**src/rtl/assert_macros.svh**
```systemverilog
// Assertion macros shared by the RTL of the NAT translation table.
// Needs nothing else; define NO_ASSERTIONS to compile them away.
`ifndef ASSERT_MACROS_SVH
`define ASSERT_MACROS_SVH
`ifndef NO_ASSERTIONS
`define ASSERT_AT(name, clk, rst, prop) \
   name: assert property (@(posedge clk) disable iff (rst) (prop)) \
      else $error("assertion failed");
`define ASSERT_IMPLY(name, clk, rst, cond, conseq) \
   name: assert property (@(posedge clk) disable iff (rst) (cond) |-> (conseq)) \
      else $error("implication failed");
`else
`define ASSERT_AT(name, clk, rst, prop)
`define ASSERT_IMPLY(name, clk, rst, cond, conseq)
`endif
`endif

```
**src/rtl/ntt_pkg.sv**
```systemverilog
// Types, codes and sizes of the NAT translation table.
// Used by every module of the block except ntt_ram; depends on nothing.
`default_nettype none
package ntt_pkg;
   localparam int TABLE_ENTRIES = 256;
   localparam int IDX_W = $clog2(TABLE_ENTRIES);
   localparam int RULE_SLOTS = 8;
   localparam int RULE_W = (RULE_SLOTS > 1) ? $clog2(RULE_SLOTS) : 1;
   localparam int PORT_BITS = 16;
   localparam int WORD_BITS = 64;
   localparam int BIT_W = $clog2(WORD_BITS);
   localparam int WORD_W = PORT_BITS - BIT_W;
   localparam int PORT_WORDS = 1 << WORD_W;

   localparam logic [31:0] RESET_EXT_ADDR = 32'd0;
   localparam logic [15:0] RESET_PORT_LOW = 16'd12345;
   localparam logic [15:0] RESET_PORT_HIGH = 16'd23456;
   localparam logic [15:0] RESET_IDLE_TIMEOUT = 16'd60;

   localparam logic [1:0] OP_PACKET = 2'd0;
   localparam logic [1:0] OP_TICK = 2'd1;
   localparam logic [1:0] OP_RULE = 2'd2;
   localparam logic [1:0] OP_NOP = 2'd3;

   localparam logic [1:0] DIR_OUT = 2'd0;
   localparam logic [1:0] DIR_IN = 2'd1;

   localparam logic [1:0] ACT_FORWARD = 2'd0;
   localparam logic [1:0] ACT_ICMP = 2'd1;
   localparam logic [1:0] ACT_DROP = 2'd2;
   localparam logic [1:0] ACT_DONE = 2'd3;

   localparam int FLAG_FIN = 0;
   localparam int FLAG_SYN = 1;
   localparam int FLAG_RST = 2;
   localparam int FLAG_ACK = 3;

   typedef enum logic [1:0] {
      REG_EXT_ADDR, REG_PORT_LOW, REG_PORT_HIGH, REG_IDLE_TIMEOUT
   } reg_type;

   typedef enum logic [2:0] {
      KIND_DONE, KIND_ICMP, KIND_DROP, KIND_TICK, KIND_RULE, KIND_PKT
   } kind_type;

   typedef enum logic [3:0] {
      ST_CLEAR, ST_IDLE, ST_SCAN, ST_MISS, ST_PSCAN_RD, ST_PSCAN_EV,
      ST_PORT_RD, ST_PORT_WR, ST_TICK_RD, ST_TICK_EV, ST_RESULT
   } state_type;

   typedef struct packed {
      logic [1:0]  op;
      logic [1:0]  direction;
      logic        is_tcp;
      logic [31:0] src_addr;
      logic [31:0] dst_addr;
      logic [15:0] src_port;
      logic [15:0] dst_port;
      logic [3:0]  tcp_flags;
      logic [31:0] seq_end;
      logic [31:0] ack_number;
      logic [2:0]  rule_slot;
   } req_type;

   typedef struct packed {
      logic [1:0]  action;
      logic [31:0] out_src_addr;
      logic [31:0] out_dst_addr;
      logic [15:0] out_src_port;
      logic [15:0] out_dst_port;
   } rsp_type;

   typedef struct packed {
      kind_type    kind;
      logic        inbound;
      logic [31:0] src_addr;
      logic [31:0] dst_addr;
      logic [15:0] src_port;
      logic [15:0] dst_port;
      logic [3:0]  tcp_flags;
      logic [31:0] seq_end;
      logic [31:0] ack_number;
      logic [2:0]  rule_slot;
   } job_type;

   typedef struct packed {
      logic [31:0] remote_addr;
      logic [15:0] peer_port;
      logic [31:0] outside_addr;
      logic [15:0] outside_port;
      logic [31:0] inside_addr;
      logic [15:0] inside_port;
   } key_type;

   typedef struct packed {
      logic [1:0]  fin_bits;
      logic [31:0] inside_seq_end;
      logic [31:0] outside_seq_end;
      logic [31:0] inside_ack;
      logic [31:0] outside_ack;
      logic [31:0] last_seen;
   } track_type;

   typedef struct packed {
      logic [31:0] external_address;
      logic [15:0] port_low;
      logic [15:0] port_high;
      logic [15:0] idle_timeout;
   } cfg_type;

   typedef struct packed {
      logic clearing;
      logic busy;
   } status_type;
endpackage
`default_nettype wire

```
**src/rtl/ntt_front.sv**
```systemverilog
// Front end: accepts requests, classifies them and queues them for the engine.
// Depends on ntt_pkg.
`default_nettype none
module ntt_front (
   input  logic                clock,
   input  logic                reset,
   input  logic                req_valid,
   output logic                req_stall,
   input  ntt_pkg::req_type    req_data,
   input  ntt_pkg::status_type status,
   input  logic                q_pop,
   output logic                q_valid,
   output ntt_pkg::job_type    q_job
);
   ntt_pkg::job_type entry_ff [2];
   ntt_pkg::job_type job;
   logic             wr_ptr_ff, wr_ptr_in;
   logic             rd_ptr_ff, rd_ptr_in;
   logic [1:0]       count_ff, count_in;
   logic             push;

   always_comb begin
      job.inbound = (req_data.direction == ntt_pkg::DIR_IN);
      job.src_addr = req_data.src_addr;
      job.dst_addr = req_data.dst_addr;
      job.src_port = req_data.src_port;
      job.dst_port = req_data.dst_port;
      job.tcp_flags = req_data.tcp_flags;
      job.seq_end = req_data.seq_end;
      job.ack_number = req_data.ack_number;
      job.rule_slot = req_data.rule_slot;
      unique case (req_data.op)
         ntt_pkg::OP_TICK: job.kind = ntt_pkg::KIND_TICK;
         ntt_pkg::OP_RULE: job.kind = ntt_pkg::KIND_RULE;
         ntt_pkg::OP_PACKET: begin
            if (req_data.direction != ntt_pkg::DIR_OUT && req_data.direction != ntt_pkg::DIR_IN)
               job.kind = ntt_pkg::KIND_ICMP;
            else if (!req_data.is_tcp)
               job.kind = ntt_pkg::KIND_DROP;
            else
               job.kind = ntt_pkg::KIND_PKT;
         end
         default: job.kind = ntt_pkg::KIND_DONE;
      endcase
   end

   assign req_stall = (count_ff == 2'd2) || status.clearing;
   assign push = req_valid && !req_stall;
   assign q_valid = (count_ff != 2'd0);
   assign q_job = entry_ff[rd_ptr_ff];

   always_comb begin
      wr_ptr_in = push ? !wr_ptr_ff : wr_ptr_ff;
      rd_ptr_in = (q_pop && q_valid) ? !rd_ptr_ff : rd_ptr_ff;
      count_in = count_ff + 2'(push) - 2'(q_pop && q_valid);
   end

   always_ff @(posedge clock) begin
      if (push) begin
         entry_ff[wr_ptr_ff] <= job;
      end
      if (reset) begin
         wr_ptr_ff <= 1'b0;
         rd_ptr_ff <= 1'b0;
         count_ff <= 2'd0;
      end else begin
         wr_ptr_ff <= wr_ptr_in;
         rd_ptr_ff <= rd_ptr_in;
         count_ff <= count_in;
      end
   end
endmodule
`default_nettype wire

```
**config.mk**
```make
export PLATFORM = sky130hd
export DESIGN_NAME = ntt_front
export DESIGN_NICKNAME = d
export VERILOG_FILES = /design/src/rtl/assert_macros.svh /design/src/rtl/ntt_pkg.sv /design/src/rtl/ntt_front.sv
export SDC_FILE = /design/constraint.sdc
export NUM_CORES = 1
export LEC_CHECK = 0
export BUFFER_PORTS_ARGS = -buffer_cell sky130_fd_sc_hd__buf_4
export CELL_PAD_IN_SITES_DETAIL_PLACEMENT = 0
export CELL_PAD_IN_SITES_GLOBAL_PLACEMENT = 2
export CORE_MARGIN = 10
export CORE_UTILIZATION = 35
export DETAILED_ROUTE_END_ITERATION = 8
export PLACE_DENSITY = 0.78
export SYNTH_ARGS = -nofsm -noshare
export SYNTH_HDL_FRONTEND = slang
export SYNTH_SLANG_ARGS = --single-unit
```
**constraint.sdc**
```tcl
create_clock -name clock -period 13.28 [get_ports clock]
set_input_delay 1.992 -clock clock [delete_from_list [all_inputs] [get_ports clock]]
set_output_delay 1.992 -clock clock [all_outputs]
set_load 0.02 [all_outputs]
```
Word-level counts from Yosys, hierarchy flattened
Memory sizes are Yosys's and may differ from the RTL's. A register that Yosys moved wholly into a read port is not among the register bits.
Cells that the tools add are included.
- bits in registers: 4
- memory bits (writable): 342
- input bits: 178
- output and inout port bits: 173
- word-level logic and storage cells: 28
- memories: 1
- add/subtract/negate cells: 2
- equal/unequal tests: 5
- mux-type cells: 7
- reductions and logical operators: 10
- memories (memory ; depth ; width ; rd ports ; clocked after memory_dff ; write ports ; line ; RTL):
    entry_ff ; 2 ; 171 ; 1 ; 1 ; 1 ; ntt_front.sv:15 ; ntt_pkg::job_type entry_ff [2];
- operators with widths (kind ; number):
    3-bit one-hot mux with 3 select lines ; 1
    3-bit two-way mux ; 2
    2-bit by 1-bit equality test with 1-bit output (second input constant) ; 2
    2-bit equality test (second input constant) ; 2
    1-bit two-way mux ; 4
    2-bit nonzero test ; 2
    1-bit logical AND ; 3
    1-bit logical NOT ; 3
    2-bit by 1-bit adder with 2-bit output ; 1
    2-bit logical NOT ; 1
    2-bit by 1-bit != test with 1-bit output (second input constant) ; 1
    2-bit by 1-bit subtractor with 2-bit output ; 1
    1-bit logical OR ; 1

Depth between registers and ports, before layout
Gate-level depths: netlist of the first run.
- depth in word-level cells: 6
- gate-level depth with buffers: 8
- depth with buffers taken out: 8

Least setup slack after synthesis of the first run
Ideal clock, no wire load.
- path type: in2reg
- from: input status[1] in the netlist's numbering
- to: memory entry_ff[0][0] in the netlist's numbering, enable pin
- library setup time: 0.705 ns
- arrival: 9.318 ns
- required time: 12.575 ns
- path slack: 3.257 ns
- stages on the path: 2
- path buffers: 0
- cells stage by stage: nand3b_1 nor2_1
- cells in the longest elaborated chain, start to end: 5
- ends and longest elaborated chain (element ; line ; RTL):
    from (decl) ; ntt_front.sv:10 ; input ntt_pkg::status_type status,
    1-bit logical OR ; ntt_front.sv:47 ; assign req_stall = (count_ff == 2'd2) || status.clearing;
    1-bit logical NOT ; ntt_front.sv:48 ; assign push = req_valid && !req_stall;
    1-bit logical AND ; ntt_front.sv:48 ;
    1-bit two-way mux ; ntt_front.sv:59 ; if (push) begin
    1-bit two-way mux (not written as such) ; ntt_front.sv:60 ; entry_ff[wr_ptr_ff] <= job;
    to (decl) ; ntt_front.sv:15 ;
Every way passes these cells.

==> flow_summary.json, run 1 <==
{
  "hold_slack_ps": 518,
  "seqCellArea_mm2": 0.0104,
  "hp-start": "rd_ptr_ff",
  "ys_seq_elements": 347,
  "hpwl_mm": 19.8,
  "first_pass_iters": 4,
  "drt_iter0_drc": 322,
  "wl_mm": 29.0,
  "num_rows": 70,
  "antenna_left": 0,
  "timing.final.hold_violations": 0,
  "synth_area_per_cell_um2": 22.8,
  "crit_chain": "buf_4 > buf_4 > mux2_2 > buf_4",
  "wl_met1_mm": 11.0,
  "period_needed_ps": 5220,
  "viasPerCell": 4.47,
  "numCtsBuffers": 38,
  "grt_pass1_wl_mm": 42.0,
  "crit_required_ps": 11290,
  "whs_path_depth": 2,
  "fmax_mhz": 191,
  "maxCapViolCount": 0,
  "fin_skew_ps": 19.2,
  "dieHeight_um": 213,
  "r2r-end": "entry_ff[1][100]",
  "top_layer": "met4",
  "r2r_slack_ps": 10190,
  "netlist_area_mm2": 0.0130,
  "r2r_cells": 4,
  "fp.dieArea_mm2": 0.0452,
  "dr_wl_met2_mm": 14.5,
  "worstMarginPinSlew_ps": 1130,
  "via_count": 6438,
  "cp-end-kind": "output pin",
  "cts_hold_buf": 0,
  "gr-usage-all-layers": 0.123,
  "hold_path_class": "reg -> reg",
  "post_cts_buffers": 0,
  "cts-root-buf": "clkbuf_16",
  "clk_pin_slew_ps": 60,
  "fin_nets": 1125,
  "netlist-cell-type-count": 19,
  "cts_tree": "yes",
  "holdPathEnd": "rd_ptr_ff",
  "multi_input_area_mm2": 0.00244,
  "worst_path_most_repeated_cell": "buf_4",
  "drive_above_1_share": 0.599,
  "slowest_stage": "buf_4",
  "status": "finished clean",
  "cellLeakagePower_nw": 6.51,
  "fin_tns_setup_ps": 0,
  "start_kind": "flip-flop",
  "wl_met3_mm": 3.06,
  "antenna_found_initial": 0,
  "crit_arrival_ps": 3230,
  "pin_count": 351,
  "grt_start_max_net_pins": 70,
  "h-tree-depth": 2,
  "diodes": 0,
  "clock_latency_ps": 530,
  "cts_sinks": 347,
  "gp_congestion": 0.700,
  "setup_viol": 0,
  "grt_pass1_vias": 6818,
  "yosys_warnings": 0,
  "r2r_start": "count_ff[0]",
  "syn_nets": 748,
  "wl_per_cell_um": 20.1,
  "irDropWorstVdd_v": 0.000118,
  "slew_headroom": 0.246,
  "cts-resized-gates": 0,
  "fillers": 3170,
  "die_x_um": 213,
  "gr-total-overflow": 0,
  "worstPathMaxFanout": 66,
  "synthToLayoutAreaGrowth_pct": 33.3,
  "slowest_delay_ps": 900,
  "synth_largest_area_cell": "edfxtp_1",
  "synth_top_area_share": 0.792,
  "synth.area.top_cells": "edfxtp_1 (79%), mux2_4 (10%), mux2_2 (7.1%), buf_6 (0.95%), dfxtp_1 (0.77%)",
  "core_mm2": 0.0366,
  "port_buffers": 349,
  "ys_seq_area_frac": 0.799,
  "report.final.slew_viol_count": 0,
  "clock_path_buffers": 3,
  "grt_setup_unrepaired": "false",
  "critPathKind": "reg -> out",
  "power.density_mw_per_mm2": 192,
  "timing.final.crit_share": 0.393,
  "drc": 0,
  "start_util": 0.354,
  "synthCells": 568
}
-- stage by stage --
stage	instance area (µm²)	util	setup WS, ps	power (mW)	instances
5_1_grt	17300	0.473	7840	3.47	1440
3_3_place_gp	16100	0.439	8480	2.34	1373
3_5_place_dp	16100	0.439	8480	2.35	1373
2_1_floorplan	13000	-	3260	1.99	568
4_1_cts	17300	0.473	7920	3.38	1440
6_report	17300	0.473	8060	3.32	1440
-- worst max-delay path, delay by kind of cell, from the launching register on --
family | cells | cell delay [ps]
flops | 1 | 330
buf+inv | 3 | 1860
mux | 1 | 420
-- cells in the mapped netlist --
| master | n |
|---|---|
| nor2b_1 | 2 |
| mux2_2 | 82 |
| nor3_1 | 2 |
| xnor2_1 | 1 |
| a21oi_1 | 1 |
| o21a_1 | 1 |
| ha_1 | 2 |
| nand2b_1 | 2 |
| or2_2 | 1 |
| nor2_1 | 12 |
| xor2_1 | 1 |
| nand3b_1 | 1 |
| buf_2 | 8 |
| inv_1 | 3 |
| and2_1 | 1 |
| edfxtp_1 | 342 |
| mux2_4 | 90 |
| dfxtp_1 | 5 |
| buf_6 | 11 |
-- placed cells by master, fill, tap and decap left out --
| cell type | Yosys | final |
|---|---|---|
| a21oi_1 | 1 | 1 |
| and2_1 | 1 | 1 |
| buf_4 | 0 | 356 |
| bufinv_16 | 0 | 3 |
| clkbuf_1 | 0 | 10 |
| clkbuf_16 | 0 | 41 |
| clkinv_1 | 0 | 7 |
| clkinv_2 | 0 | 5 |
| dfxtp_1 | 5 | 4 |
| dfxtp_4 | 0 | 1 |
| edfxtp_1 | 342 | 342 |
| ha_1 | 2 | 2 |
| inv_1 | 3 | 3 |
| inv_6 | 0 | 1 |
| mux2_2 | 82 | 82 |
| mux2_4 | 90 | 90 |
| nand2b_1 | 2 | 2 |
| nand3b_1 | 1 | 1 |
| nor2_1 | 12 | 10 |
| nor2_4 | 0 | 2 |
| nor2b_1 | 2 | 2 |
| nor3_1 | 2 | 2 |
| o21a_1 | 1 | 1 |
| or2_2 | 1 | 1 |
| xnor2_1 | 1 | 1 |
| xor2_1 | 1 | 1 |
-- cell type report --
| cell class | count | share of cell area |
|---|---|---|
| Clock inverter | 16 | 0.00868 |
| Multi-Input combinational cell | 199 | 0.141 |
| Tap cell | 468 | 0.0338 |
| Timing Repair Buffer | 356 | 0.154 |
| Sequential cell | 347 | 0.600 |
| Inverter | 3 | 0.000651 |
| Clock buffer | 51 | 0.0615 |
-- state kept, by name, indices dropped and copies added, names as in the netlist, named ones only --
register,flops
entry_ff,342
rd_ptr_ff,1
count_ff,2
wr_ptr_ff,1
-- cells by family after synthesis --
group | after synthesis | synth area share
multiplexers | 172 | 0.175
flip-flops | 347 | 0.799
AO/OA/AOI/OAI | 2 | 0.000964
AND/OR/NAND/NOR | 21 | 0.00771
adder cells (fa/ha/maj) | 2 | 0.00193
buffers and inverters | 22 | 0.0135
XOR/XNOR | 2 | 0.00135
-- worst max path at each step --
| stage | startpoint | endpoint | slack (ps) | cells after the start |
|---|---|---|---|---|
| detailed placement | status[1] | entry_ff[0][81] | 8480 | 4 |
| finish | flip-flop | q_job[57] | 8060 | 4 |
| global route | flip-flop | q_job[55] | 7840 | 4 |
| CTS | flip-flop | q_job[170] | 7920 | 4 |
| floorplan | status[1] | entry_ff[0][0] | 3260 | 2 |
| global placement | status[1] | entry_ff[0][81] | 8480 | 4 |
-- metal layers --
layer	up-vias	global-route usage
met4	0	0.0458
met1	3169	0.138
met2	227	0.204
li1	3006	-
met3	36	0.0551
met5	-	0
-- power breakdown --
part / leakage, nW / switching, mW / internal (mW)
sequential: 3.18 / 0.0191 / 1.31
combinational: 2.74 / 0.510 / 0.465
clock: 0.595 / 0.401 / 0.619
total: 6.51 / 0.931 / 2.39
No activity file was read; power rests on OpenSTA's default activity.
==> inputs of run 2 (changes only) <==
==> constraint.sdc (replaced) <==
create_clock -name clock -period 5.1 [get_ports clock]
set_input_delay 0.765 -clock clock [delete_from_list [all_inputs] [get_ports clock]]
set_output_delay 0.765 -clock clock [all_outputs]
set_load 0.02 [all_outputs]
==> flow_summary.json, run 2 (same netlist as run 1, synthesis figures left out) <==
{
  "status": "finished clean",
  "gr-total-overflow": 0,
  "final_cell_mix": "buf_4 (351), edfxtp_1 (342), mux2_4 (90)",
  "die_x_um": 213,
  "cts_tree": "yes",
  "critPathKind": "reg -> out",
  "slowest_delay_ps": 1010,
  "first_pass_iters": 4,
  "drive_above_1_share": 0.603,
  "irDropWorstVdd_v": 0.000256,
  "worst_path_most_repeated_cell": "buf_4",
  "synthToLayoutAreaGrowth_pct": 34.5,
  "grt_use_met1": 0.130,
  "largest_reg_flops": 342,
  "clock_latency_ps": 530,
  "maxCapViolCount": 0,
  "grt_start_max_net_pins": 96,
  "path_buf_inv": 2,
  "top_regs": "entry_ff (342), count_ff (2)",
  "num_rows": 70,
  "grt_busiest_layer": "met2",
  "fin_nets": 1127,
  "top_register": "entry_ff",
  "cellLeakagePower_nw": 6.56,
  "clock_path_buffers": 3,
  "crit_chain": "buf_4 > mux2_2 > buf_4",
  "cp_top_family": "flip-flops",
  "hold_path_class": "in -> reg",
  "fp.dieArea_mm2": 0.0452,
  "cp-end-kind": "output pin",
  "slowest_stage": "dfxtp_4",
  "crit_arrival_ps": 2680,
  "antenna_found_initial": 2,
  "wl_per_cell_um": 20.3,
  "use_met2": 0.212,
  "final_common_cell": "buf_4",
  "drt_iter0_drc": 264,
  "power.density_mw_per_mm2": 504,
  "place_area_mm2": 0.0162,
  "crit_required_ps": 4340,
  "pin_count": 351,
  "gp_congestion": 0.682,
  "fin_util": 0.477,
  "grt_use_met3": 0.0573,
  "grt_pass1_wl_mm": 41.9,
  "timing.final.crit_share": 0.675,
  "clk_pin_slew_ps": 60,
  "core_mm2": 0.0366,
  "fin_skew_ps": 17.1,
  "worstMarginPinSlew_ps": 1120,
  "hpwl_mm": 20.0,
  "total_power_mw": 8.79,
  "cts_sinks": 347,
  "viasPerCell": 4.49,
  "dieHeight_um": 213,
  "grt_setup_unrepaired": "false",
  "start_kind": "flip-flop",
  "cts_hold_buf": 0,
  "port_buffers": 349,
  "diodes": 0,
  "start_util": 0.354,
  "gr-usage-all-layers": 0.123,
  "period_needed_ps": 3440,
  "hold_slack_ps": 414,
  "cts-root-buf": "clkbuf_16",
  "report.final.slew_viol_count": 0,
  "via_count": 6480,
  "worstPathMaxFanout": 72,
  "fmax_mhz": 290,
  "timing.final.hold_violations": 0,
  "drc": 0,
  "cts-resized-gates": 0,
  "h-tree-depth": 2,
  "stdcell_area_mm2": 0.0174,
  "antenna_left": 0,
  "slew_headroom": 0.255,
  "numCtsBuffers": 39,
  "post_cts_buffers": 0,
  "grt_pass1_vias": 6804,
  "wl_mm": 29.3,
  "setup_viol": 0
}
-- run 2: cell types whose count changed in the layout (fill, tap and decap cells not counted), moves of 2 or more --
cell       delta
buf_12        +6
bufinv_16     +2
clkbuf_1      -3
buf_4         -5
-- run 2: worst paths after layout --
path / startpoint / endpoint / slack (ps) / depth (start not counted)
worst max-delay path: flip-flop / q_job[33] / 1660 / 3
worst min-delay path: req_data[36] / entry_ff[0][36] / 410 / 1
worst max register to register: count_ff[0] / entry_ff[1][120] / 2540 / 4
worst min register to register: rd_ptr_ff / rd_ptr_ff / 520 / 2
-- run 2: through the flow --
stage          setup TNS, ps  worst slack [ps]  cells
3_3_place_gp               0              2110   1374
3_5_place_dp               0              2150   1374
5_1_grt                    0              1490   1442
2_1_floorplan        -283700              -830    568
6_report                   0              1660   1442
4_1_cts                    0              1570   1442
-- run 2: power by group --
group | total, mW | switching, mW | leakage, nW | internal (mW)
clock network | 2.77 | 1.06 | 0.623 | 1.71
registers | 3.55 | 0.149 | 3.18 | 3.40
logic | 2.47 | 1.24 | 2.76 | 1.23
total | 8.79 | 2.45 | 6.56 | 6.34
-- run 2: final cells by class --
| class | instances | area, µm² |
|---|---|---|
| Inverter | 3 | 11.3 |
| Timing Repair Buffer | 357 | 2760 |
| Clock buffer | 48 | 1050 |
| Sequential cell | 347 | 10400 |
| Fill cell | 3164 | 19200 |
| Clock inverter | 20 | 223 |
| Multi-Input combinational cell | 199 | 2440 |
| Tap cell | 468 | 586 |
-- run 2: per-layer routing --
layer	up-vias	routed length [µm]	part of all wire
met1	3211	10500	0.36
met3	46	2910	0.099
li1	3010	-	-
met4	4	637	0.022
met5	-	21	0.00072
met2	209	15200	0.52
